## src/rtl/content_type_header_parser_macros.svh

```systemverilog
// Assertion macros shared by the Content-Type header parser RTL.
// Depends on nothing; the using module must provide clk and arst_n.
`ifndef CONTENT_TYPE_HEADER_PARSER_MACROS_SVH
`define CONTENT_TYPE_HEADER_PARSER_MACROS_SVH

// Same-cycle implication, checked at every rising clock edge out of reset.
`define CTHP_ASSERT_SAME(label, ante, cons) \
	label: assert property (@(posedge clk) disable iff (!arst_n) (ante) |-> (cons)) \
		else $error("content type parser check failed");

// Next-cycle implication, checked at every rising clock edge out of reset.
`define CTHP_ASSERT_NEXT(label, ante, cons) \
	label: assert property (@(posedge clk) disable iff (!arst_n) (ante) |=> (cons)) \
		else $error("content type parser check failed");

`endif

```

## src/rtl/cthp_pkg.sv

```systemverilog
// Package for the Content-Type header parser: limits, phase codes, payload types
// and character class helpers. Depends on nothing.
package cthp_pkg;

	localparam int MAX_PARAMS      = 8;
	localparam int TYPE_MAX_LEN    = 31;
	localparam int SUBTYPE_MAX_LEN = 31;
	localparam int NAME_MAX_LEN    = 31;
	localparam int VALUE_MAX_LEN   = 63;
	localparam int CHARSET_MAX_LEN = 31;

	localparam logic [3:0] PH_LEAD   = 4'd0;
	localparam logic [3:0] PH_TYPE   = 4'd1;
	localparam logic [3:0] PH_SUB0   = 4'd2;
	localparam logic [3:0] PH_SUB    = 4'd3;
	localparam logic [3:0] PH_AFTER  = 4'd4;
	localparam logic [3:0] PH_NAME0  = 4'd5;
	localparam logic [3:0] PH_NAME   = 4'd6;
	localparam logic [3:0] PH_EQ     = 4'd7;
	localparam logic [3:0] PH_VAL0   = 4'd8;
	localparam logic [3:0] PH_VTOK   = 4'd9;
	localparam logic [3:0] PH_QUOTED = 4'd10;
	localparam logic [3:0] PH_ESC    = 4'd11;
	localparam logic [3:0] PH_ERR    = 4'd12;

	localparam logic [3:0] CS_MISS = 4'd15;
	localparam logic [3:0] CS_FULL = 4'd7;

	localparam logic [1:0] KIND_TYPE    = 2'd0;
	localparam logic [1:0] KIND_SUBTYPE = 2'd1;
	localparam logic [1:0] KIND_NAME    = 2'd2;
	localparam logic [1:0] KIND_VALUE   = 2'd3;

	localparam logic [7:0] CH_SPACE  = 8'h20;
	localparam logic [7:0] CH_TAB    = 8'h09;
	localparam logic [7:0] CH_DQUOTE = 8'h22;
	localparam logic [7:0] CH_BSLASH = 8'h5C;
	localparam logic [7:0] CH_SLASH  = 8'h2F;
	localparam logic [7:0] CH_SEMI   = 8'h3B;
	localparam logic [7:0] CH_EQUALS = 8'h3D;
	localparam logic [7:0] CH_DEL    = 8'h7F;

	typedef struct packed {
		logic [7:0] in_byte;
		logic       last_byte;
	} hdr_item_t;

	typedef struct packed {
		logic       char_valid;
		logic [1:0] char_kind;
		logic [7:0] out_char;
		logic [7:0] lowered_char;
		logic [2:0] param_index;
		logic       param_kept;
		logic       is_charset;
		logic       done_res;
		logic       accepted;
		logic [7:0] param_count;
	} res_item_t;

	typedef struct packed {
		logic [3:0] phase;
		logic [5:0] comp_len;
		logic [3:0] cs_match;
		logic       value_cs;
		logic [7:0] param_total;
	} parse_state_t;

	localparam parse_state_t STATE_RESET = '{
		phase: PH_LEAD, comp_len: 6'd0, cs_match: 4'd0, value_cs: 1'b0, param_total: 8'd0
	};

	function automatic logic [7:0] lower8(input logic [7:0] c);
		return (c >= 8'h41 && c <= 8'h5A) ? c + 8'd32 : c;
	endfunction

	function automatic logic is_blank(input logic [7:0] c);
		return c == CH_SPACE || c == CH_TAB;
	endfunction

	function automatic logic is_tok(input logic [7:0] c);
		logic res;
		res = (c >= 8'h61 && c <= 8'h7A) || (c >= 8'h41 && c <= 8'h5A) ||
			(c >= 8'h30 && c <= 8'h39);
		case (c)
			8'h21, 8'h23, 8'h24, 8'h25, 8'h26, 8'h27, 8'h2A, 8'h2B,
			8'h2D, 8'h2E, 8'h5E, 8'h5F, 8'h60, 8'h7C, 8'h7E: res = 1'b1;
			default: ;
		endcase
		return res;
	endfunction

	function automatic logic [7:0] charset_letter(input logic [2:0] p);
		logic [7:0] res;
		case (p)
			3'd0: res = 8'h63;
			3'd1: res = 8'h68;
			3'd2: res = 8'h61;
			3'd3: res = 8'h72;
			3'd4: res = 8'h73;
			3'd5: res = 8'h65;
			3'd6: res = 8'h74;
			default: res = 8'h00;
		endcase
		return res;
	endfunction

endpackage

```

## src/rtl/cthp_step.sv

```systemverilog
// Per-byte next-state and result logic of the Content-Type header parser.
// Purely combinational; depends on cthp_pkg.
module cthp_step (
	input  cthp_pkg::parse_state_t cur,
	input  cthp_pkg::hdr_item_t    item,
	output cthp_pkg::parse_state_t nxt,
	output cthp_pkg::res_item_t    res
);
	import cthp_pkg::*;

	logic [7:0] b;
	logic [7:0] lc;
	logic       want_grow;
	logic       name_upd;
	logic [5:0] base_len;
	logic [5:0] lim;
	logic [3:0] cs_base;
	logic [1:0] kind;
	logic [7:0] ch;
	logic       cs_flag;
	logic       ok;

	assign b  = item.in_byte;
	assign lc = lower8(b);

	always_comb begin
		nxt       = cur;
		res       = '0;
		want_grow = 1'b0;
		name_upd  = 1'b0;
		base_len  = cur.comp_len;
		lim       = 6'(TYPE_MAX_LEN);
		cs_base   = cur.cs_match;
		kind      = KIND_TYPE;
		ch        = lc;
		ok        = 1'b0;

		unique case (cur.phase)
			PH_LEAD: begin
				if (is_tok(b)) begin
					nxt.phase = PH_TYPE;
					base_len  = 6'd0;
					want_grow = 1'b1;
				end else if (!is_blank(b)) begin
					nxt.phase = PH_ERR;
				end
			end
			PH_TYPE: begin
				if (is_tok(b)) begin
					want_grow = 1'b1;
				end else if (b == CH_SLASH) begin
					nxt.phase = PH_SUB0;
				end else begin
					nxt.phase = PH_ERR;
				end
			end
			PH_SUB0: begin
				if (is_tok(b)) begin
					nxt.phase = PH_SUB;
					base_len  = 6'd0;
					lim       = 6'(SUBTYPE_MAX_LEN);
					kind      = KIND_SUBTYPE;
					want_grow = 1'b1;
				end else begin
					nxt.phase = PH_ERR;
				end
			end
			PH_SUB: begin
				lim  = 6'(SUBTYPE_MAX_LEN);
				kind = KIND_SUBTYPE;
				if (is_tok(b)) begin
					want_grow = 1'b1;
				end else if (is_blank(b)) begin
					nxt.phase = PH_AFTER;
				end else if (b == CH_SEMI) begin
					nxt.phase = PH_NAME0;
				end else begin
					nxt.phase = PH_ERR;
				end
			end
			PH_AFTER: begin
				if (!is_blank(b)) begin
					nxt.phase = (b == CH_SEMI) ? PH_NAME0 : PH_ERR;
				end
			end
			PH_NAME0: begin
				lim  = 6'(NAME_MAX_LEN);
				kind = KIND_NAME;
				if (is_tok(b)) begin
					nxt.phase    = PH_NAME;
					base_len     = 6'd0;
					cs_base      = 4'd0;
					nxt.cs_match = 4'd0;
					want_grow    = 1'b1;
					name_upd     = 1'b1;
				end else if (!is_blank(b)) begin
					nxt.phase = PH_ERR;
				end
			end
			PH_NAME: begin
				lim  = 6'(NAME_MAX_LEN);
				kind = KIND_NAME;
				if (is_tok(b)) begin
					want_grow = 1'b1;
					name_upd  = 1'b1;
				end else if (is_blank(b)) begin
					nxt.value_cs = (cur.cs_match == CS_FULL);
					nxt.phase    = PH_EQ;
				end else if (b == CH_EQUALS) begin
					nxt.value_cs = (cur.cs_match == CS_FULL);
					nxt.phase    = PH_VAL0;
				end else begin
					nxt.phase = PH_ERR;
				end
			end
			PH_EQ: begin
				if (!is_blank(b)) begin
					nxt.phase = (b == CH_EQUALS) ? PH_VAL0 : PH_ERR;
				end
			end
			PH_VAL0: begin
				lim  = 6'(VALUE_MAX_LEN);
				kind = KIND_VALUE;
				ch   = b;
				if (!is_blank(b)) begin
					nxt.comp_len = 6'd0;
					base_len     = 6'd0;
					if (b == CH_DQUOTE) begin
						nxt.phase = PH_QUOTED;
					end else if (is_tok(b)) begin
						nxt.phase = PH_VTOK;
						want_grow = 1'b1;
					end else begin
						nxt.phase = PH_ERR;
					end
				end
			end
			PH_VTOK: begin
				lim  = 6'(VALUE_MAX_LEN);
				kind = KIND_VALUE;
				ch   = b;
				if (is_tok(b)) begin
					want_grow = 1'b1;
				end else if (is_blank(b) || b == CH_SEMI) begin
					if (cur.param_total != 8'hFF) begin
						nxt.param_total = cur.param_total + 8'd1;
					end
					nxt.phase = is_blank(b) ? PH_AFTER : PH_NAME0;
				end else begin
					nxt.phase = PH_ERR;
				end
			end
			PH_QUOTED: begin
				lim  = 6'(VALUE_MAX_LEN);
				kind = KIND_VALUE;
				ch   = b;
				if (b == CH_DQUOTE) begin
					if (cur.param_total != 8'hFF) begin
						nxt.param_total = cur.param_total + 8'd1;
					end
					nxt.phase = PH_AFTER;
				end else if (b == CH_BSLASH) begin
					nxt.phase = PH_ESC;
				end else if (b < CH_SPACE && b != CH_TAB) begin
					nxt.phase = PH_ERR;
				end else begin
					want_grow = 1'b1;
				end
			end
			PH_ESC: begin
				lim  = 6'(VALUE_MAX_LEN);
				kind = KIND_VALUE;
				ch   = b;
				if (b < CH_SPACE || b == CH_DEL) begin
					nxt.phase = PH_ERR;
				end else begin
					nxt.phase = PH_QUOTED;
					want_grow = 1'b1;
				end
			end
			default: begin
				nxt.phase = PH_ERR;
			end
		endcase

		cs_flag = cur.value_cs && (base_len < 6'(CHARSET_MAX_LEN));

		if (want_grow) begin
			if (base_len >= lim || base_len == 6'd63) begin
				nxt.phase = PH_ERR;
			end else begin
				nxt.comp_len     = base_len + 6'd1;
				res.char_valid   = 1'b1;
				res.char_kind    = kind;
				res.out_char     = ch;
				res.lowered_char = lower8(ch);
				if (kind == KIND_NAME || kind == KIND_VALUE) begin
					res.param_index = cur.param_total[2:0];
					res.param_kept  = (cur.param_total < 8'(MAX_PARAMS));
					res.is_charset  = (kind == KIND_VALUE) && cs_flag;
				end
				if (name_upd) begin
					if (cs_base != CS_MISS && cs_base == {2'b00, base_len[1:0]} + {base_len[3:2], 2'b00}
						&& base_len < 6'd7 && lc == charset_letter(base_len[2:0])) begin
						nxt.cs_match = 4'(base_len) + 4'd1;
					end else begin
						nxt.cs_match = CS_MISS;
					end
				end
			end
		end

		if (item.last_byte) begin
			ok = nxt.phase == PH_SUB || nxt.phase == PH_AFTER || nxt.phase == PH_VTOK;
			if (nxt.phase == PH_VTOK && nxt.param_total != 8'hFF) begin
				nxt.param_total = nxt.param_total + 8'd1;
			end
			res.done_res    = 1'b1;
			res.accepted    = ok;
			res.param_count = nxt.param_total;
			nxt             = STATE_RESET;
		end else begin
			res.param_count = nxt.param_total;
		end
	end

endmodule

```

## src/rtl/content_type_header_parser.sv

```systemverilog
// Top level of the Content-Type header parser: input stage, parser state and
// result register. Depends on cthp_pkg, cthp_step and the assertion macro header.
//
// Usage: header bytes enter on the hdr channel (hdr_valid, hdr_stall, hdr), one
// byte per transfer, the final byte of a header marked by last_byte. Every byte
// gives exactly one result on the res channel (res_valid, res_stall, res), in
// order. The result of the marked byte carries done_res, accepted and the final
// parameter count; the parser then starts afresh for the next header.
// Timing: a byte taken waits in the input stage, and its result is registered
// in the result register when the stage advances, which raises res_valid.
// Throughput: one byte per cycle while the receiver does not stall, set by
// the single state update per byte in the parser step logic.
// The input stage keeps accepting while a result waits in the output register;
// when the receiver stalls, the result holds and, once the input stage is also
// full, hdr_stall rises until the result is taken.
// Reset (arst_n low) empties both stages and returns the parser to the leading
// blank phase with all counts cleared.
`include "content_type_header_parser_macros.svh"

module content_type_header_parser (
	input  logic                clk,
	input  logic                arst_n,
	input  logic                hdr_valid,
	output logic                hdr_stall,
	input  cthp_pkg::hdr_item_t hdr,
	output logic                res_valid,
	input  logic                res_stall,
	output cthp_pkg::res_item_t res
);
	import cthp_pkg::*;

	logic         valid_s1;
	hdr_item_t    item_s1;
	logic         res_valid_q;
	res_item_t    res_q;
	parse_state_t state_q;
	parse_state_t state_nxt;
	res_item_t    res_nxt;
	logic         adv;

	cthp_step u_step (
		.cur  (state_q),
		.item (item_s1),
		.nxt  (state_nxt),
		.res  (res_nxt)
	);

	assign adv       = valid_s1 && (!res_valid_q || !res_stall);
	assign hdr_stall = valid_s1 && !adv;
	assign res_valid = res_valid_q;
	assign res       = res_q;

	always_ff @(posedge clk or negedge arst_n) begin
		if (!arst_n) begin
			valid_s1 <= 1'b0;
		end else if (!hdr_stall) begin
			valid_s1 <= hdr_valid;
		end
	end

	always_ff @(posedge clk) begin
		if (!hdr_stall && hdr_valid) begin
			item_s1 <= hdr;
		end
	end

	always_ff @(posedge clk or negedge arst_n) begin
		if (!arst_n) begin
			res_valid_q <= 1'b0;
			state_q     <= STATE_RESET;
		end else if (adv) begin
			res_valid_q <= 1'b1;
			state_q     <= state_nxt;
		end else if (!res_stall) begin
			res_valid_q <= 1'b0;
		end
	end

	always_ff @(posedge clk) begin
		if (adv) begin
			res_q <= res_nxt;
		end
	end

	`CTHP_ASSERT_NEXT(a_last_resets, adv && item_s1.last_byte,
		state_q.phase == PH_LEAD && state_q.param_total == 8'd0)
	`CTHP_ASSERT_NEXT(a_err_sticky, adv && !item_s1.last_byte && state_q.phase == PH_ERR,
		state_q.phase == PH_ERR && res_valid_q && !res_q.char_valid)
	`CTHP_ASSERT_SAME(a_accept_on_done, res_valid_q && res_q.accepted, res_q.done_res)
	`CTHP_ASSERT_SAME(a_no_char_blank, res_valid_q && !res_q.char_valid,
		res_q.out_char == 8'd0 && !res_q.is_charset && !res_q.param_kept)
	`CTHP_ASSERT_NEXT(a_stage_holds, valid_s1 && !adv, valid_s1 && $stable(item_s1))

endmodule
```

## config.mk

```make
export PLATFORM = sky130hd
export DESIGN_NAME = content_type_header_parser
export DESIGN_NICKNAME = d
export VERILOG_FILES = /design/src/rtl/cthp_pkg.sv /design/src/rtl/cthp_step.sv /design/src/rtl/content_type_header_parser.sv
export VERILOG_INCLUDE_DIRS = /design/src /design/src/rtl
export SDC_FILE = /design/constraint.sdc
export NUM_CORES = 1
export LEC_CHECK = 0
export BUFFER_PORTS_ARGS = -buffer_cell sky130_fd_sc_hd__buf_4
export CORE_ASPECT_RATIO = 1.75
export CORE_UTILIZATION = 60
export DETAILED_ROUTE_END_ITERATION = 8
export GPL_ROUTABILITY_DRIVEN = 0
export PLACE_DENSITY = 0.81
export SYNTH_ARGS = -nofsm -noshare
export SYNTH_HDL_FRONTEND = slang
export SYNTH_SLANG_ARGS = --single-unit
```

## constraint.sdc

```tcl
create_clock -name clk -period 4.5 [get_ports clk]
set_input_delay 0.225 -clock clk [delete_from_list [all_inputs] [get_ports clk]]
set_output_delay 0.225 -clock clk [all_outputs]
set_load 0.03 [all_outputs]
```

==> results.ini <==
[setup_path]
critPathRequiredTime_ns=4.58
crit_arrival_ns=4.38
path_class=reg -> reg
rr_worst_depth=13
start_kind=flip-flop
end_kind=flip-flop
crit_fanout=12

[final_layout]
drive_gt1_share_pct=19.8
instances_no_fill=673
area_growth_pct=16.8
final_common_cell=buf_4
most-common-layout-cells=71 x buf_4, 61 x nand2_1, 46 x nor2_1, 38 x edfxtp_1, 33 x o21ai_0
multiInputGateArea_um2=2670
nNetsFinal=604
fillCellCount=584
regArea_um2=1770
fin_util_pct=72.7
antenna_cells=0

[route]
drc=0
dr_total_vias=4658
via_per_inst=6.92
wl_per_cell_um=20.8
ant_nets=0
first_iter_violations=417
finalWirelength_um=14000
dr.pass1.iters=7

[synth]
synth.cell_area_um2=4710
ys_ff_latch=63
synth_area_leaders=edfxtp_1 24%, dfrtp_1 13%, nand2_1 4.9%
synth-main-ff-cell=edfxtp_1
synthArstFlopShare_pct=39.7
synth.top_cell.area_share_pct=24.2
synth_cell_types=82
synth-seq-area-share_pct=37.5
synth_area_per_cell_um2=8.83
synth_warnings=0
synthCells=533
syn-num-nets=557
synth_edf_count=38
yosysTopAreaCell=edfxtp_1

[floorplan]
die_area_um2=8220
die_h_um=119
io_pins=49
std_cell_rows=42
die_width_um=68.9
start_util_pct=62.2
core_um2=7570

[timing]
hold_violations=0
fin_ws_ns=0.200
tightestPinTransition_ns=0.917
period_needed_ns=4.30
period_share_pct=95.6
setup_viol=0
relSlewSlack_pct=38.7
slew_violations=0
fmax_ghz=0.233
fin_skew_ns=0.00876

[grt]
antenna_found_initial=0
met3_usage_pct=13.1
grt_first_pass_wirelength_um=22300
grtUsageMet1_pct=40.7
grt_max_degree=38
grt.busiest_layer=met2
overflow=0
grt_use_total_pct=37.1
use_met2_pct=57.9
grt_pass1_vias=4476

[power_and_ir_drop]
leakagePower_uw=0.00224
irDropWorstVdd_uv=315
p_per_area_nw_per_um2=425

[clock_network]
root_buffer=clkbuf_16
cts_buffers=9
cts.sinks=63
htree_levels=3
clk_pin_slew_ns=0.05
clk_latency_ns=0.35
cts_tree=yes
cts_buffer_depth=2

[worst_hold_path]
hold_depth=1
min_path_type=in -> reg

[placement]
place_ws_ns=0.267
dpl.hpwl_um=9690
placed_cells=648
portBuffers=48

[status]
outcome=finished clean

[flow_run]
cap_violations=0

==> power breakdown <==
group | internal (µW) | switching (µW) | total (µW) | leakage, µW
clock network | 486 | 264 | 750 | 0.000160
logic | 286 | 525 | 812 | 0.00137
registers | 683 | 93.0 | 776 | 0.000708
==> kinds of logic after synthesis <==
family / after synthesis / synth area share, %
AO/OA/AOI/OAI: 155 / 23.1
XOR/XNOR: 20 / 3.72
adder cells (fa/ha/maj): 11 / 2.92
buffers and inverters: 58 / 5.82
flip-flops: 63 / 37.5
multiplexers: 3 / 0.798
AND/OR/NAND/NOR: 223 / 26.1
==> path summary, 6_finish.rpt <==
path | start | endpoint | slack, ns
max reg2reg | item_s1[7] | res[7] | 0.20
max | item_s1[7] | res[7] | 0.20
min in group asynchronous | arst_n | state_q[19] | 0.33
min reg2reg | valid_s1 | res_valid | 0.49
min | hdr[8] | item_s1[8] | 0.06
max in group asynchronous | arst_n | state_q[16] | 3.91
==> cells in the mapped netlist, types with 9 or more instances <==
master,instances
a21oi_1,23
and3_1,13
clkbuf_1,20
dfrtp_1,25
edfxtp_1,38
ha_1,11
inv_1,21
nand2_1,61
nand3_1,19
nand4_1,11
nor2_1,46
nor2b_1,10
nor3_1,11
o21ai_0,34
o31ai_1,9
xnor2_1,11
xor2_1,9
==> layer usage <==
layer	vias up	wire (µm)
li1	2075	-
met2	338	7030
met3	87	1270
met1	2158	4720
met4	0	950
met5	-	0
==> what timing repair did <==
action                                 in CTS  in global routing
endpoints found under the hold margin      25                  0
buffers inserted                            0                  8
gates resized for setup                     0                  2
hold buffers                                1                  0
setup endpoints to repair                   0                 15
==> state kept, by name, indices dropped and copies added, names as in the netlist <==
signal	count
res	29
state_q	23
res_valid	1
valid_s1	1
item_s1	9
==> per-stage QoR <==
step / instance area [µm²] / hold slack, ns / total power (µW) / TNS, ns
after global routing: 5500 / 0.0490 / 2430 / -0.0203
final: 5500 / 0.0558 / 2340 / 0
after global placement: 5100 / 0.150 / 1520 / 0
after detailed placement: 5100 / 0.156 / 1540 / 0
after floorplan: 4710 / -0.0706 / 1330 / 0
after CTS: 5430 / 0.0507 / 2300 / 0
==> cell type report <==
cell class              instances  area share, %
clock inverters                 7           1.75
multi-input cells             412           48.6
clock buffers                   9           4.10
flip-flops and latches         63           32.1
inverters                      22           1.50
well taps                      88           2.00
repair buffers                 72           9.88
==> worst max-delay path, stage by stage, from the launching register on <==
cell and delay (ns):
edfxtp_1 0.56, or4b_1 0.71, a211o_1 0.30, a32o_1 0.33
nand2_1 0.14, inv_1 0.10, ha_1 0.29, nand4_1 0.15
nor2_1 0.12, a21o_1 0.20, a21oi_1 0.21, o311a_1 0.41
nand3_1 0.29, xor2_1 0.22
Note: power is estimated with default switching activity, not from simulation.
